===== src/rtl/bmec_pkg.sv =====
package bmec_pkg;

	localparam int QueueDepthDef = 2;
	localparam int DivBits = 64;
	localparam int DenBits = 31;
	localparam int CfgIdxBits = 3;

	localparam logic [CfgIdxBits-1:0] CfgTemp = 3'd0;
	localparam logic [CfgIdxBits-1:0] CfgPressA = 3'd1;
	localparam logic [CfgIdxBits-1:0] CfgPressB = 3'd2;
	localparam logic [CfgIdxBits-1:0] CfgPressC = 3'd3;
	localparam logic [CfgIdxBits-1:0] CfgHum = 3'd4;

	localparam logic signed [27:0] PressTfOffset = 28'sd128000;
	localparam logic signed [27:0] HumTfOffset = 28'sd76800;
	localparam logic [20:0] PressBase = 21'd1048576;
	localparam logic [63:0] DivBias = 64'h0000_8000_0000_0000;
	localparam logic [63:0] NumScale = 64'd3125;
	localparam logic [31:0] HumRound = 32'd16384;
	localparam logic [31:0] HumOffsetC = 32'd32768;
	localparam logic [31:0] HumOffsetD = 32'd2097152;
	localparam logic [31:0] HumRoundE = 32'd8192;
	localparam logic [31:0] HumMax = 32'd419430400;

	typedef struct packed {
		logic [15:0] t1;
		logic signed [15:0] t2;
		logic signed [15:0] t3;
		logic [15:0] p1;
		logic signed [15:0] p2;
		logic signed [15:0] p3;
		logic signed [15:0] p4;
		logic signed [15:0] p5;
		logic signed [15:0] p6;
		logic signed [15:0] p7;
		logic signed [15:0] p8;
		logic signed [15:0] p9;
		logic [7:0] h1;
		logic signed [15:0] h2;
		logic [7:0] h3;
		logic signed [11:0] h4;
		logic signed [11:0] h5;
		logic signed [7:0] h6;
	} cal_t;

	typedef struct packed {
		logic signed [26:0] tf;
		logic signed [26:0] temp;
		logic [19:0] adc_p;
		logic [15:0] adc_h;
	} item_t;

	typedef struct packed {
		logic signed [26:0] temp;
		logic [31:0] x;
		logic [31:0] sqm;
		logic neg;
		logic invalid;
	} div_side_t;

endpackage


===== src/rtl/bmec_front.sv =====
module bmec_front (
	input  logic                 clk,
	input  logic                 arst_n,
	input  logic                 in_valid,
	input  logic [19:0]          raw_temperature,
	input  logic [19:0]          raw_pressure,
	input  logic [15:0]          raw_humidity,
	input  bmec_pkg::cal_t       cal,
	output logic                 out_valid,
	output bmec_pkg::item_t      out_item
);

	logic                v_s1, v_s2, v_s3;
	logic signed [18:0]  d1_c;
	logic signed [16:0]  d2_c;
	logic signed [34:0]  d1t2_s1;
	logic signed [33:0]  d2sq_s1;
	logic signed [23:0]  a_s2;
	logic signed [36:0]  b_s2;
	logic signed [21:0]  d2sh_c;
	logic signed [26:0]  tf_c;
	logic signed [29:0]  t5_c;
	logic [19:0]         adc_p_s1, adc_p_s2;
	logic [15:0]         adc_h_s1, adc_h_s2;
	bmec_pkg::item_t     item_s3;

	assign d1_c = $signed({2'b00, raw_temperature[19:3]}) - $signed({2'b00, cal.t1, 1'b0});
	assign d2_c = $signed({1'b0, raw_temperature[19:4]}) - $signed({1'b0, cal.t1});
	assign d2sh_c = 22'(d2sq_s1 >>> 12);
	assign tf_c = 27'(a_s2) + 27'(b_s2 >>> 14);
	assign t5_c = 30'(tf_c) * 30'sd5 + 30'sd128;

	always_ff @(posedge clk or negedge arst_n) begin
		if (!arst_n) begin
			v_s1 <= 1'b0;
			v_s2 <= 1'b0;
			v_s3 <= 1'b0;
		end else begin
			v_s1 <= in_valid;
			v_s2 <= v_s1;
			v_s3 <= v_s2;
		end
	end

	always_ff @(posedge clk) begin
		d1t2_s1 <= d1_c * cal.t2;
		d2sq_s1 <= d2_c * d2_c;
		adc_p_s1 <= raw_pressure;
		adc_h_s1 <= raw_humidity;
		a_s2 <= 24'(d1t2_s1 >>> 11);
		b_s2 <= d2sh_c * cal.t3;
		adc_p_s2 <= adc_p_s1;
		adc_h_s2 <= adc_h_s1;
		item_s3.tf <= tf_c;
		item_s3.temp <= 27'(t5_c >>> 8);
		item_s3.adc_p <= adc_p_s2;
		item_s3.adc_h <= adc_h_s2;
	end

	assign out_valid = v_s3;
	assign out_item = item_s3;

endmodule


===== config.mk =====
export PLATFORM = sky130hd
export DESIGN_NAME = bmec_front
export DESIGN_NICKNAME = d
export VERILOG_FILES = /design/src/rtl/bmec_pkg.sv /design/src/rtl/bmec_front.sv
export SDC_FILE = /design/constraint.sdc
export NUM_CORES = 2
export LEC_CHECK = 0
export ABC_AREA = 1
export BUFFER_PORTS_ARGS = -buffer_cell sky130_fd_sc_hd__buf_4
export CORE_MARGIN = 5
export CORE_UTILIZATION = 45
export CTS_BUF_LIST = sky130_fd_sc_hd__clkbuf_4 sky130_fd_sc_hd__clkbuf_8
export CTS_CLUSTER_DIAMETER = 120
export DETAILED_ROUTE_END_ITERATION = 16
export GPL_ROUTABILITY_DRIVEN = 0
export PLACE_DENSITY = 0.71
export SYNTH_ARGS = -nofsm -noshare
export SYNTH_HDL_FRONTEND = slang
export SYNTH_SLANG_ARGS = --single-unit

===== constraint.sdc =====
create_clock -name clk -period 5.35 [get_ports clk]
set_input_delay 0.535 -clock clk [delete_from_list [all_inputs] [get_ports clk]]
set_output_delay 0.535 -clock clk [all_outputs]
set_load 0.02 [all_outputs]

==> impl_summary.log <==
INFO  metric final_common_cell = sky130_fd_sc_hd__inv_1
INFO  metric clkLatencyLatePin = about 0.59 ns
INFO  metric grt_overflow = 0
INFO  metric drt.antenna.violating_nets = 0
INFO  metric cts-buffers-inserted = 40
INFO  metric cp_data_required_time = between 5 and 6 ns
INFO  metric synthesis.instances = 5273
INFO  metric syn-cell-area = between 0.04 and 0.05 mm2
INFO  metric mapped_nets = 6843
INFO  metric worstHoldPathType = in -> reg
INFO  metric final_cell_mix = sky130_fd_sc_hd__inv_1, sky130_fd_sc_hd__nand2_1, sky130_fd_sc_hd__fa_1
INFO  metric reg2reg_setup_slack = -0.18 ns
INFO  metric setup_violations = 60
INFO  metric design.die.area = 0.103 mm2
INFO  metric tritoncts = done
INFO  metric reg2reg_from = d2sq_s1[23]$_DFF_P_
INFO  metric wl_per_cell = 17.0 um
INFO  metric floorplan.die.height = 321 um
INFO  metric timing.critical_path.to_type = flip-flop
INFO  metric floorplan.core_area = 0.0963 mm2
INFO  metric port_buffers = 194
INFO  metric ctsHtreeMaxLevel = 2
INFO  metric cp-start-kind = input port
INFO  metric first_pass_iters = 6
INFO  metric synth_flop_cell = sky130_fd_sc_hd__dfxtp_1
INFO  metric routed-via-count = between 30k and 40k
INFO  metric preCtsSetupSlack = -1.49 ns
INFO  metric grt_pass1_wl = 198 mm
INFO  metric synthToLayoutAreaGrowth = 30.6%
INFO  metric synthesis.area_per_instance = approximately 8.2 um2
INFO  metric skew = 0.0343 ns
INFO  metric outcome = finished, violations left
INFO  metric finalNetCount = just under 8k
INFO  metric timing.slew.headroom = 57.1%
INFO  metric finalHoldViolations = 0
INFO  metric critPathLaunch = cal[243]
INFO  metric critical_path.endpoint = d1t2_s1[27]$_DFF_P_
INFO  metric r2r_cells = 23
INFO  metric worstPathMaxFanout = 6
INFO  metric combined_global_route_utilization_of_all_metal_layers = 23.7%
INFO  metric async_reset_ff_share = under 10%
INFO  metric synth-edff-count = 0
INFO  metric worst-setup-path-type = in -> reg
INFO  metric yosys_warnings = 0
INFO  metric worst_slack = -0.850 ns
INFO  metric synth_cell_types = 54
INFO  metric cp_slowest_cell = sky130_fd_sc_hd__fa_1
INFO  metric unrepaired_setup_endpoints_after_global_routing = true
INFO  metric min_cycle_time_layout = a little over 6 ns
INFO  metric totalWireLength = 126 mm
INFO  metric clkSinkCount = 247
INFO  metric timing.critical_path.mode_cell = sky130_fd_sc_hd__fa_1
INFO  metric clkTransAtPathRegs = 0.07 ns
INFO  metric yosys_reg_bits = ~250
INFO  metric timing.max_cap.violations = 0
INFO  metric avgViaCountPerCell = approximately 5
INFO  metric violated_checks = setup timing
INFO  metric max_freq = approximately 0.16 GHz
INFO  metric data_arrival_time_at_the_worst_slack_endpoint = 6.66 ns
INFO  metric first_global_vias = 39.3k
INFO  metric chipWidth = 321 um
INFO  metric detailed_place_hpwl = about 100 mm
INFO  metric cts.path.max_buffers = 3
INFO  metric critical-path-max-stage-delay = around 0.57 ns
INFO  metric sequential_fraction_of_the_synthesis_area = 11.4%
INFO  metric worst_slew_pin_slew = about 0.64 ns
INFO  metric post-route-drc-count = 0
INFO  metric worst_r2r_endpoint = b_s2[36]$_DFF_P_
INFO  metric grt_max_degree = 23
INFO  metric ioPinCount = 406
INFO  metric final_max_slew_viol_count = 0
INFO  metric final_layout_size_suffix_gt1_share = between 20 and 30%
INFO  metric drt_iter0_markers = roughly 2.4k
INFO  metric start_util = a little under half
INFO  metric floorplan.rows = 114
INFO  metric cts-root-buf = sky130_fd_sc_hd__clkbuf_8
INFO  metric post-route-period-util = 116%
INFO  metric grt_antenna_before_repair = 5
[metrics by stage]
| step | hold WS (ns) | setup TNS (ns) | instances | instance area (um2) | util, % |
|---|---|---|---|---|---|
| floorplan | 0.239 | -29.55 | 5273 | 44600 | - |
| global placement | 0.310 | -64.14 | 7258 | 52200 | 54.2 |
| detailed placement | 0.312 | -68.47 | 7258 | 52200 | 54.2 |
| CTS | 0.0145 | -27.51 | 7365 | 54300 | 56.4 |
| global route | 0.0133 | -45.80 | 7420 | 56700 | 58.9 |
| finish | 0.0612 | -32.89 | 7420 | 56700 | 58.9 |
[worst max-delay path, delay by kind of cell]
family                     cells  cell delay (ns)
buffers and inverters          9             0.73
AOI/OAI and AO/OA              2             0.28
and+or+nand+nor               11             1.56
adders and majority gates      8             3.53
[worst min path at each step]
stage,end,from,cells past startpoint
after global placement,out_item[28]$_DFF_P_,adc_p_s2[12]$_DFF_P_,0
after floorplan,out_valid$_DFF_PN0_,arst_n,0
final,adc_h_s1[13]$_DFF_P_,raw_humidity[13],1
after global routing,adc_h_s1[12]$_DFF_P_,raw_humidity[12],1
after CTS,adc_h_s1[12]$_DFF_P_,raw_humidity[12],1
after detailed placement,a_s2[12]$_DFF_P_,d1t2_s1[23]$_DFF_P_,0
[state kept, by name, indices dropped and copies added, names as in the netlist, 16 cells and up]
signal,flops
out_item,81
a_s2,23
b_s2,23
d1t2_s1,23
d2sq_s1,22
adc_p_s1,20
adc_p_s2,20
adc_h_s1,16
adc_h_s2,16
[layout make-up]
cell class,count,area [um2]
antenna,4,10.0
clock buffer,57,741
clock inverter,12,156
fill,7873,39600
inverter,1411,5370
multi-input combinational,3480,36000
sequential,247,5010
tap,1276,1600
timing repair buffer,932,7820
timing repair inverter,1,6.26
[cell usage after synthesis, types with 24 or more instances]
master	number	area, um2
sky130_fd_sc_hd__o21ai_0	92	460
sky130_fd_sc_hd__nor2_1	415	1560
sky130_fd_sc_hd__buf_2	26	130
sky130_fd_sc_hd__fa_1	896	17900
sky130_fd_sc_hd__a21oi_1	153	766
sky130_fd_sc_hd__nor3_1	25	125
sky130_fd_sc_hd__clkbuf_1	77	289
sky130_fd_sc_hd__inv_1	1390	5220
sky130_fd_sc_hd__nand2_1	1120	4200
sky130_fd_sc_hd__o21bai_1	24	180
sky130_fd_sc_hd__nand3_1	120	601
sky130_fd_sc_hd__dfxtp_1	244	4880
sky130_fd_sc_hd__xor2_1	72	631
sky130_fd_sc_hd__ha_1	359	4490
[routing by layer]
| metal | GRT usage (%) | wire length, um | vias to the layer above |
|---|---|---|---|
| met5 | 0 | 0 | - |
| met4 | 7.60 | 5380 | 0 |
| met3 | 4.20 | 9990 | 378 |
| met2 | 41.3 | 62100 | 1518 |
| met1 | 30.1 | 48800 | 18200 |
| li1 | - | - | 17000 |
[repair_timing]
item	in CTS	in global routing
resized for setup	235	572
setup endpoints to repair	68	68
cloned	4	3
hold buffers	1	0
hold endpoints to repair	3	0
setup buffers	34	52
pin swaps	117	238
[logic make-up (layout without fill, tap and decap cells)]
kind of cell,Yosys count,in the layout,share of synthesized area (%)
other,0,4,0
and+or+nand+nor,1794,1794,16.8
xor gates and xnor gates,93,93,1.89
DFF,247,247,11.4
adders and majority gates,1255,1255,51.7
AOI/OAI and AO/OA,338,338,4.40
buffers and inverters,1546,2413,13.8
Power is left out: the tool's default activity adds up to more than one toggle a clock period on the data nets, which glitch-free logic cannot reach.
