$ cat src/rtl/bmec_pkg.sv
package bmec_pkg;

	localparam int QueueDepthDef = 2;
	localparam int DivBits = 64;
	localparam int DenBits = 31;
	localparam int CfgIdxBits = 3;

	localparam logic [CfgIdxBits-1:0] CfgTemp = 3'd0;
	localparam logic [CfgIdxBits-1:0] CfgPressA = 3'd1;
	localparam logic [CfgIdxBits-1:0] CfgPressB = 3'd2;
	localparam logic [CfgIdxBits-1:0] CfgPressC = 3'd3;
	localparam logic [CfgIdxBits-1:0] CfgHum = 3'd4;

	localparam logic signed [27:0] PressTfOffset = 28'sd128000;
	localparam logic signed [27:0] HumTfOffset = 28'sd76800;
	localparam logic [20:0] PressBase = 21'd1048576;
	localparam logic [63:0] DivBias = 64'h0000_8000_0000_0000;
	localparam logic [63:0] NumScale = 64'd3125;
	localparam logic [31:0] HumRound = 32'd16384;
	localparam logic [31:0] HumOffsetC = 32'd32768;
	localparam logic [31:0] HumOffsetD = 32'd2097152;
	localparam logic [31:0] HumRoundE = 32'd8192;
	localparam logic [31:0] HumMax = 32'd419430400;

	typedef struct packed {
		logic [15:0] t1;
		logic signed [15:0] t2;
		logic signed [15:0] t3;
		logic [15:0] p1;
		logic signed [15:0] p2;
		logic signed [15:0] p3;
		logic signed [15:0] p4;
		logic signed [15:0] p5;
		logic signed [15:0] p6;
		logic signed [15:0] p7;
		logic signed [15:0] p8;
		logic signed [15:0] p9;
		logic [7:0] h1;
		logic signed [15:0] h2;
		logic [7:0] h3;
		logic signed [11:0] h4;
		logic signed [11:0] h5;
		logic signed [7:0] h6;
	} cal_t;

	typedef struct packed {
		logic signed [26:0] tf;
		logic signed [26:0] temp;
		logic [19:0] adc_p;
		logic [15:0] adc_h;
	} item_t;

	typedef struct packed {
		logic signed [26:0] temp;
		logic [31:0] x;
		logic [31:0] sqm;
		logic neg;
		logic invalid;
	} div_side_t;

endpackage

$ cat src/rtl/bmec_fifo.sv
module bmec_fifo #(
	parameter int Depth = bmec_pkg::QueueDepthDef
) (
	input  logic            clk,
	input  logic            arst_n,
	input  logic            push,
	input  bmec_pkg::item_t push_item,
	input  logic            pop,
	output logic            not_empty,
	output logic            full,
	output bmec_pkg::item_t head_item
);

	localparam int AddrBits = (Depth > 1) ? $clog2(Depth) : 1;
	localparam int CountBits = $clog2(Depth + 1);

	bmec_pkg::item_t        mem_q [Depth];
	logic [AddrBits-1:0]    wr_ptr_q, rd_ptr_q;
	logic [CountBits-1:0]   count_q;
	logic                   do_pop;

	assign not_empty = count_q != '0;
	assign full = count_q == CountBits'(Depth);
	assign do_pop = pop && not_empty;
	assign head_item = mem_q[rd_ptr_q];

	always_ff @(posedge clk or negedge arst_n) begin
		if (!arst_n) begin
			wr_ptr_q <= '0;
			rd_ptr_q <= '0;
			count_q <= '0;
		end else begin
			if (push) begin
				wr_ptr_q <= (wr_ptr_q == AddrBits'(Depth - 1)) ? '0 : wr_ptr_q + 1'b1;
			end
			if (do_pop) begin
				rd_ptr_q <= (rd_ptr_q == AddrBits'(Depth - 1)) ? '0 : rd_ptr_q + 1'b1;
			end
			if (push && !do_pop) begin
				count_q <= count_q + 1'b1;
			end else if (!push && do_pop) begin
				count_q <= count_q - 1'b1;
			end
		end
	end

	always_ff @(posedge clk) begin
		if (push) begin
			mem_q[wr_ptr_q] <= push_item;
		end
	end

endmodule

$ cat config.mk
export PLATFORM = sky130hd
export DESIGN_NAME = bmec_fifo
export DESIGN_NICKNAME = d
export VERILOG_FILES = /design/src/rtl/bmec_pkg.sv /design/src/rtl/bmec_fifo.sv
export SDC_FILE = /design/constraint.sdc
export NUM_CORES = 1
export LEC_CHECK = 0
export ABC_AREA = 1
export ABC_CLOCK_PERIOD_IN_PS = 5820
export BUFFER_PORTS_ARGS = -buffer_cell sky130_fd_sc_hd__buf_2
export CAP_MARGIN = 20
export CORE_MARGIN = 5
export CORE_UTILIZATION = 52
export DETAILED_ROUTE_END_ITERATION = 7
export PLACE_DENSITY = 0.87
export SLEW_MARGIN = 10
export SYNTH_ARGS = -nofsm -noshare
export SYNTH_HDL_FRONTEND = slang
export SYNTH_SLANG_ARGS = --single-unit
$ cat constraint.sdc
create_clock -name clk -period 5.82 [get_ports clk]
set_input_delay 0 -clock clk [delete_from_list [all_inputs] [get_ports clk]]
set_output_delay 0 -clock clk [all_outputs]
set_load 0.02 [all_outputs]
==> results.tsv, run 1 <==
metric	value	unit
Vias/cell	4.888	
chip height	124.5	µm
final WL	16.26	mm
Synthesized Nets	592	
Synth area leaders	edfxtp_1 79%, nand2_1 15%, clkbuf_8 1.8%	
Hold Slack	0.3052	ns
most common cell after layout, fill and taps aside	nand2_1	
Critical Path, Cell by Cell	buf_4, inv_2, buf_4, nand2_1, nand2_1, buf_2	
P per Cell Area	497.6	nW/µm²
DR WL/cell	16.83	µm
Hold Startpoint	push_item[4]	
CTS resizes	0	
clock sinks	184	
Mapped Avg Cell Area	13.71	µm²
Iteration-0 DRC Markers	389	
Non-Filler Instances	966	
Die Width	124.5	µm
largest net degree at the start of global routing	93	
synthesis warning total	0	
post-synth top area cell	edfxtp_1	
post-detail-place hpwl	9.015	mm
CTS H-tree lvls	4	
share of post-route cells with drive strength above 1	0.2809	
Clock Tree Root	clkbuf_16	
crit share post-route	0.5065	
Hold Crit Class	input port to register	
CTS tree	yes	
total global-route track usage	0.2109	
Final GP Congestion	0.7476	
min cycle time layout	2.948	ns
Final Util	0.7422	
Buffers on Ports	185	
setup violators final	0	
ANT cells	0	
max-slew violation count	0	
DRC	0	
Gate Count Post-Synth	497	
Pleak	4.101	nW
DP Area	7834	µm²
Crit Path Max Fanout	92	
row count	41	
R2R setup slack	3.71	ns
r2r endpoint	mem_q[1][36]$_DFFE_PP_	
Seq cells post-synth	184	
MaxCap Viol Count	0	
Setup CP Type	register to output pin	
Worst Skew	0.006586	ns
Setup Fix Bufs, Post-CTS	0	
clock tree buffer depth	2	
max_slew headroom	0.3603	
Setup TNS Final	0	ns
Clock transition at path regs	0.06	ns
CP endpoint kind	output pin	
Routed Antenna Nets	0	
vias after detailed routing	4722	
outcome	completed	
crit-path max cell delay	0.71	ns
slowest cell on the critical path	buf_4	
Reg2Reg Depth	3	
Worst EP arrival	2.95	ns
Synth top area share	0.7934	
num ports	186	
commonest cells after routing, fill and taps aside	279 x nand2_1, 185 x buf_2, 180 x edfxtp_1, 94 x dlygate4sd3_1, 17 x clkbuf_16	
Core ar.	12720	µm²
fmax	339.2	MHz
Synth Cell Area	6813	µm²
RSZ-0062 raised after global routing	no	
vias in the first global route	4861	
final net count	876	
Starting Density	0.5355	
first-pass GRT wire length	25.10	mm
cell area after layout	9443	µm²
clk_lat worst skew	0.42	ns
final hold violations	0	
cell count after placement	840	
area of the multi-input gates	1109	µm²
post-synthesis cell type count	14	
Setup crit start kind	register	
CTS buffer count	17	
VDD IR max	0.0003205	V
sequential-to-total area share from yosys stat	0.8081	
Worst Hold Path Cells	2	
total grt overflow	0	
hold endpoint	mem_q[1][4]$_DFFE_PP_	
Critical R2R Launch	wr_ptr_q$_DFFE_PN0P_	
initial antenna violation count	0	
area grow syn2layout	38.60	%
required time of the critical path	5.82	ns
Die ar.	15490	µm²
first-pass detailed-route iteration total	5	
FF/Latch Area	5507	µm²
fillcell total	775	
Worst-Margin Slew	0.9596	ns
cts hold-fix bufs	94	
==> area by class of cell <==
class	count	area share
Timing Repair Buffer	284	0.2030
Inverter	7	0.002915
Clock buffer	25	0.05353
Sequential cell	184	0.5831
Clock inverter	7	0.01723
Tap cell	172	0.02279
Multi-Input combinational cell	287	0.1174
==> worst max path at each step <==
stage,to,start,depth (start not counted),slack (ns)
after detailed placement,head_item[89],rd_ptr_q$_DFFE_PN0P_,6,3.26
after floorplan,mem_q[0][0]$_DFFE_PP_,wr_ptr_q$_DFFE_PN0P_,1,1.12
after global placement,head_item[89],rd_ptr_q$_DFFE_PN0P_,6,3.29
final,head_item[67],rd_ptr_q$_DFFE_PN0P_,6,2.87
after CTS,head_item[89],rd_ptr_q$_DFFE_PN0P_,6,2.79
after global routing,head_item[81],rd_ptr_q$_DFFE_PN0P_,6,2.63
==> routing by layer <==
layer  part of all wire  GRT usage  routed length (µm)  up-vias
met1               0.37     0.2313                5982     2219
met2               0.53     0.3801                8662      223
met3              0.072    0.06432                1171       35
li1                   -          -                   -     2245
met5                  0          0                   0        -
met4              0.027    0.08511                 442        0
==> cells by family after synthesis <==
family,synth area share
xor gates and xnor gates,0.002572
DFF,0.8081
buffers and inverters,0.03030
and+or+nand+nor,0.1572
adders and majority gates,0.001836
==> synth_stat cells <==
cell type  instances
ha_1               1
xnor2_1            1
nand3_1            2
nor2_1             2
buf_6              1
nand2_1          279
xor2_1             1
edfxtp_1         180
buf_2              9
clkbuf_8           9
inv_2              1
inv_1              6
nand4_1            1
dfrtp_1            4
==> flip-flops by register name (all words and copies together) (netlist names) <==
name      count
mem_q       180
count_q       2
rd_ptr_q      1
wr_ptr_q      1
==> report_power, final <==
group	switching, mW	leakage [nW]	internal (mW)	total [mW]
logic	1.14	2.04	0.455	1.60
registers	0.0682	1.74	1.76	1.83
clock network	0.450	0.324	0.820	1.27
total	1.66	4.10	3.04	4.70
==> worst max-delay path, delay by kind of cell, from the launching register on <==
| family | cells | cell delay, ns |
|---|---|---|
| simple gates | 2 | 0.22 |
| flops | 1 | 0.34 |
| buf+inv | 4 | 1.93 |
==> through the flow <==
step | worst slack, ns | power, mW
after floorplan | 1.117 | 2.921
after global placement | 3.292 | 3.340
after detailed placement | 3.262 | 3.388
after CTS | 2.790 | 4.696
after global routing | 2.630 | 4.928
final | 2.872 | 4.699
No activity file was read; power rests on OpenSTA's default activity.
==> run 2, diff against run 1 <==
- ABC_CLOCK_PERIOD_IN_PS: 5820 -> 2700
- CORE_UTILIZATION: 52 -> 47
- PLACE_DENSITY: 0.87 -> 0.84
- clock period: 5.82 -> 2.7 ns (I/O delays scaled with it)
==> results.tsv, run 2 (same netlist as run 1, synthesis figures left out) <==
metric	value	unit	change
setup violators final	0		unchanged
Setup CP Type	register to output pin		
Clock Tree Root	clkbuf_16		
share of post-route cells with drive strength above 1	0.2771		-0.003778
P per Cell Area	1023	nW/µm²	+110%
CTS tree	yes		
Worst EP arrival	1.76	ns	-1.19 ns
clock tree buffer depth	2		unchanged
Starting Density	0.4741		-0.06137
initial antenna violation count	0		unchanged
Hold Crit Class	input port to register		
wire length on met2	7.913	mm	-8.6%
commonest cells after routing, fill and taps aside	279 x nand2_1, 185 x buf_2, 180 x edfxtp_1, 94 x dlygate4sd3_1, 17 x clkbuf_16		
M1 WL	5.502	mm	-8.0%
CTS H-tree lvls	4		unchanged
outcome	completed		
DRC	0		unchanged
MaxCap Viol Count	0		unchanged
vias in the first global route	4806		-1.1%
RSZ-0062 raised after global routing	no		
Iteration-0 DRC Markers	257		-34%
area grow syn2layout	36.86	%	
num ports	186		unchanged
most common cell after layout, fill and taps aside	nand2_1		
row count	44		+7.3%
Final GP Congestion	0.7388		-1.2%
min cycle time layout	1.761	ns	
Routed Antenna Nets	0		unchanged
fillcell total	1031		+33%
Vias/cell	4.724		-3.4%
vias after detailed routing	4620		-2.2%
max layer used	met4		
DR WL/cell	15.34	µm	-8.9%
final hold violations	0		unchanged
required time of the critical path	2.70	ns	-3.12 ns
CP endpoint kind	output pin		
Crit Path Max Fanout	51		-45%
Crit path top cell by count	nand2_1		
Die ar.	17000	µm²	+9.8%
slowest cell on the critical path	buf_4		
Worst-Margin Slew	0.6210	ns	-0.3386 ns
Buffers on Ports	185		unchanged
Core ar.	14370	µm²	+13%
final WL	15.00	mm	-7.7%
Setup Fix Bufs, Post-CTS	0		unchanged
final net count	878		+0.23%
Pleak	4.028	nW	-1.8%
max-slew violation count	0		unchanged
VDD IR max	0.0005581	V	+74%
ANT cells	0		unchanged
Critical Path, Cell by Cell	inv_2, buf_4, nand2_1, nand2_1, buf_2		
total grt overflow	0		unchanged
CTS buffer count	17		unchanged
first-pass detailed-route iteration total	4		-1
Clock transition at path regs	0.06	ns	about the same
largest net degree at the start of global routing	52		-44%
WL met3	1.259	mm	+7.5%
Largest regs	mem_q: 180 flops, count_q: 2 flops		
Crit path max-delay family	buffers and inverters		
Final Util	0.6489		-0.09333
clk_lat worst skew	0.42	ns	about the same
WP buf/inv	3		-1
clock sinks	184		unchanged
Die Width	130.4	µm	+4.8%
total global-route track usage	0.1801		-0.03077
Setup crit start kind	register		
Top reg by flops	mem_q		
Setup TNS Final	0	ns	unchanged
max_slew headroom	0.5860		+0.2257
first-pass GRT wire length	23.02	mm	-8.3%
Worst Skew	0.009329	ns	+0.002743 ns
post-detail-place hpwl	8.581	mm	-4.8%
crit share post-route	0.6522		
Largest register FFs	180		unchanged
fmax	567.9	MHz	
chip height	130.4	µm	+4.8%
crit-path max cell delay	0.43	ns	-0.28 ns
[run 2: cell types whose count changed in the layout (fill, tap and decap cells not counted)]
cell,delta
clkbuf_8,-5
bufinv_16,-4
clkinv_1,+4
clkinvlp_4,+3
buf_4,+2
clkbuf_1,-1
inv_4,+1
[run 2: final timing paths]
kind / end / slack [ns] / start / depth (start not counted)
setup / recovery: head_item[68] / 0.94 / rd_ptr_q$_DFFE_PN0P_ / 5
hold / removal: mem_q[0][6]$_DFFE_PP_ / 0.31 / push_item[6] / 2
setup reg to reg: mem_q[1][58]$_DFFE_PP_ / 1.03 / wr_ptr_q$_DFFE_PN0P_ / 3
hold reg to reg: count_q[1]$_DFFE_PN0P_ / 0.47 / count_q[1]$_DFFE_PN0P_ / 2
max in group asynchronous: rd_ptr_q$_DFFE_PN0P_ / 2.01 / arst_n / 3
min in group asynchronous: wr_ptr_q$_DFFE_PN0P_ / 0.49 / arst_n / 3
[run 2: metrics by stage]
step	hold slack (ns)	cells	total power, mW	instance area [µm²]	setup WS [ns]
finish	0.3053	978	9.535	9324	0.9390
global route	0.2887	978	10.09	9324	0.8200
CTS	0.2828	978	9.582	9324	0.8996
detailed placement	-0.1891	854	7.307	7865	1.023
global placement	-0.1840	854	7.231	7865	1.038
floorplan	-0.2956	497	6.272	6820	0.04213
[run 2: worst reg2reg max path, cell delays in order, from the launching register on]
cell	delay (ns)
dfrtp_1	0.42
nand2_1	0.12
inv_4	0.41
buf_12	0.35
[run 2: report_power, final]
part	internal, mW	switching [mW]
combinational	0.989	2.42
clock	1.24	0.951
sequential	3.79	0.140
[run 2: cell type report]
type	instances	area, µm²	share of cell area
clock buffer	19	432.9	0.04643
sequential	184	5507	0.5906
inverter	7	28.78	0.003086
clock inverter	11	85.08	0.009125
tap	184	230.2	0.02469
multi-input combinational	287	1109	0.1189
timing repair buffer	286	1932	0.2072
[run 2: per-layer routing]
| metal | vias to the layer above | track usage |
|---|---|---|
| met5 | - | 0 |
| met4 | 0 | 0.06715 |
| met3 | 30 | 0.06341 |
| met2 | 201 | 0.3223 |
| met1 | 2151 | 0.1978 |
| li1 | 2238 | - |
[run 2: timing repair]
item                                   CTS  global route
hold buffers                            94             0
gates resized for setup                  0             0
endpoints found under the hold margin  187             0
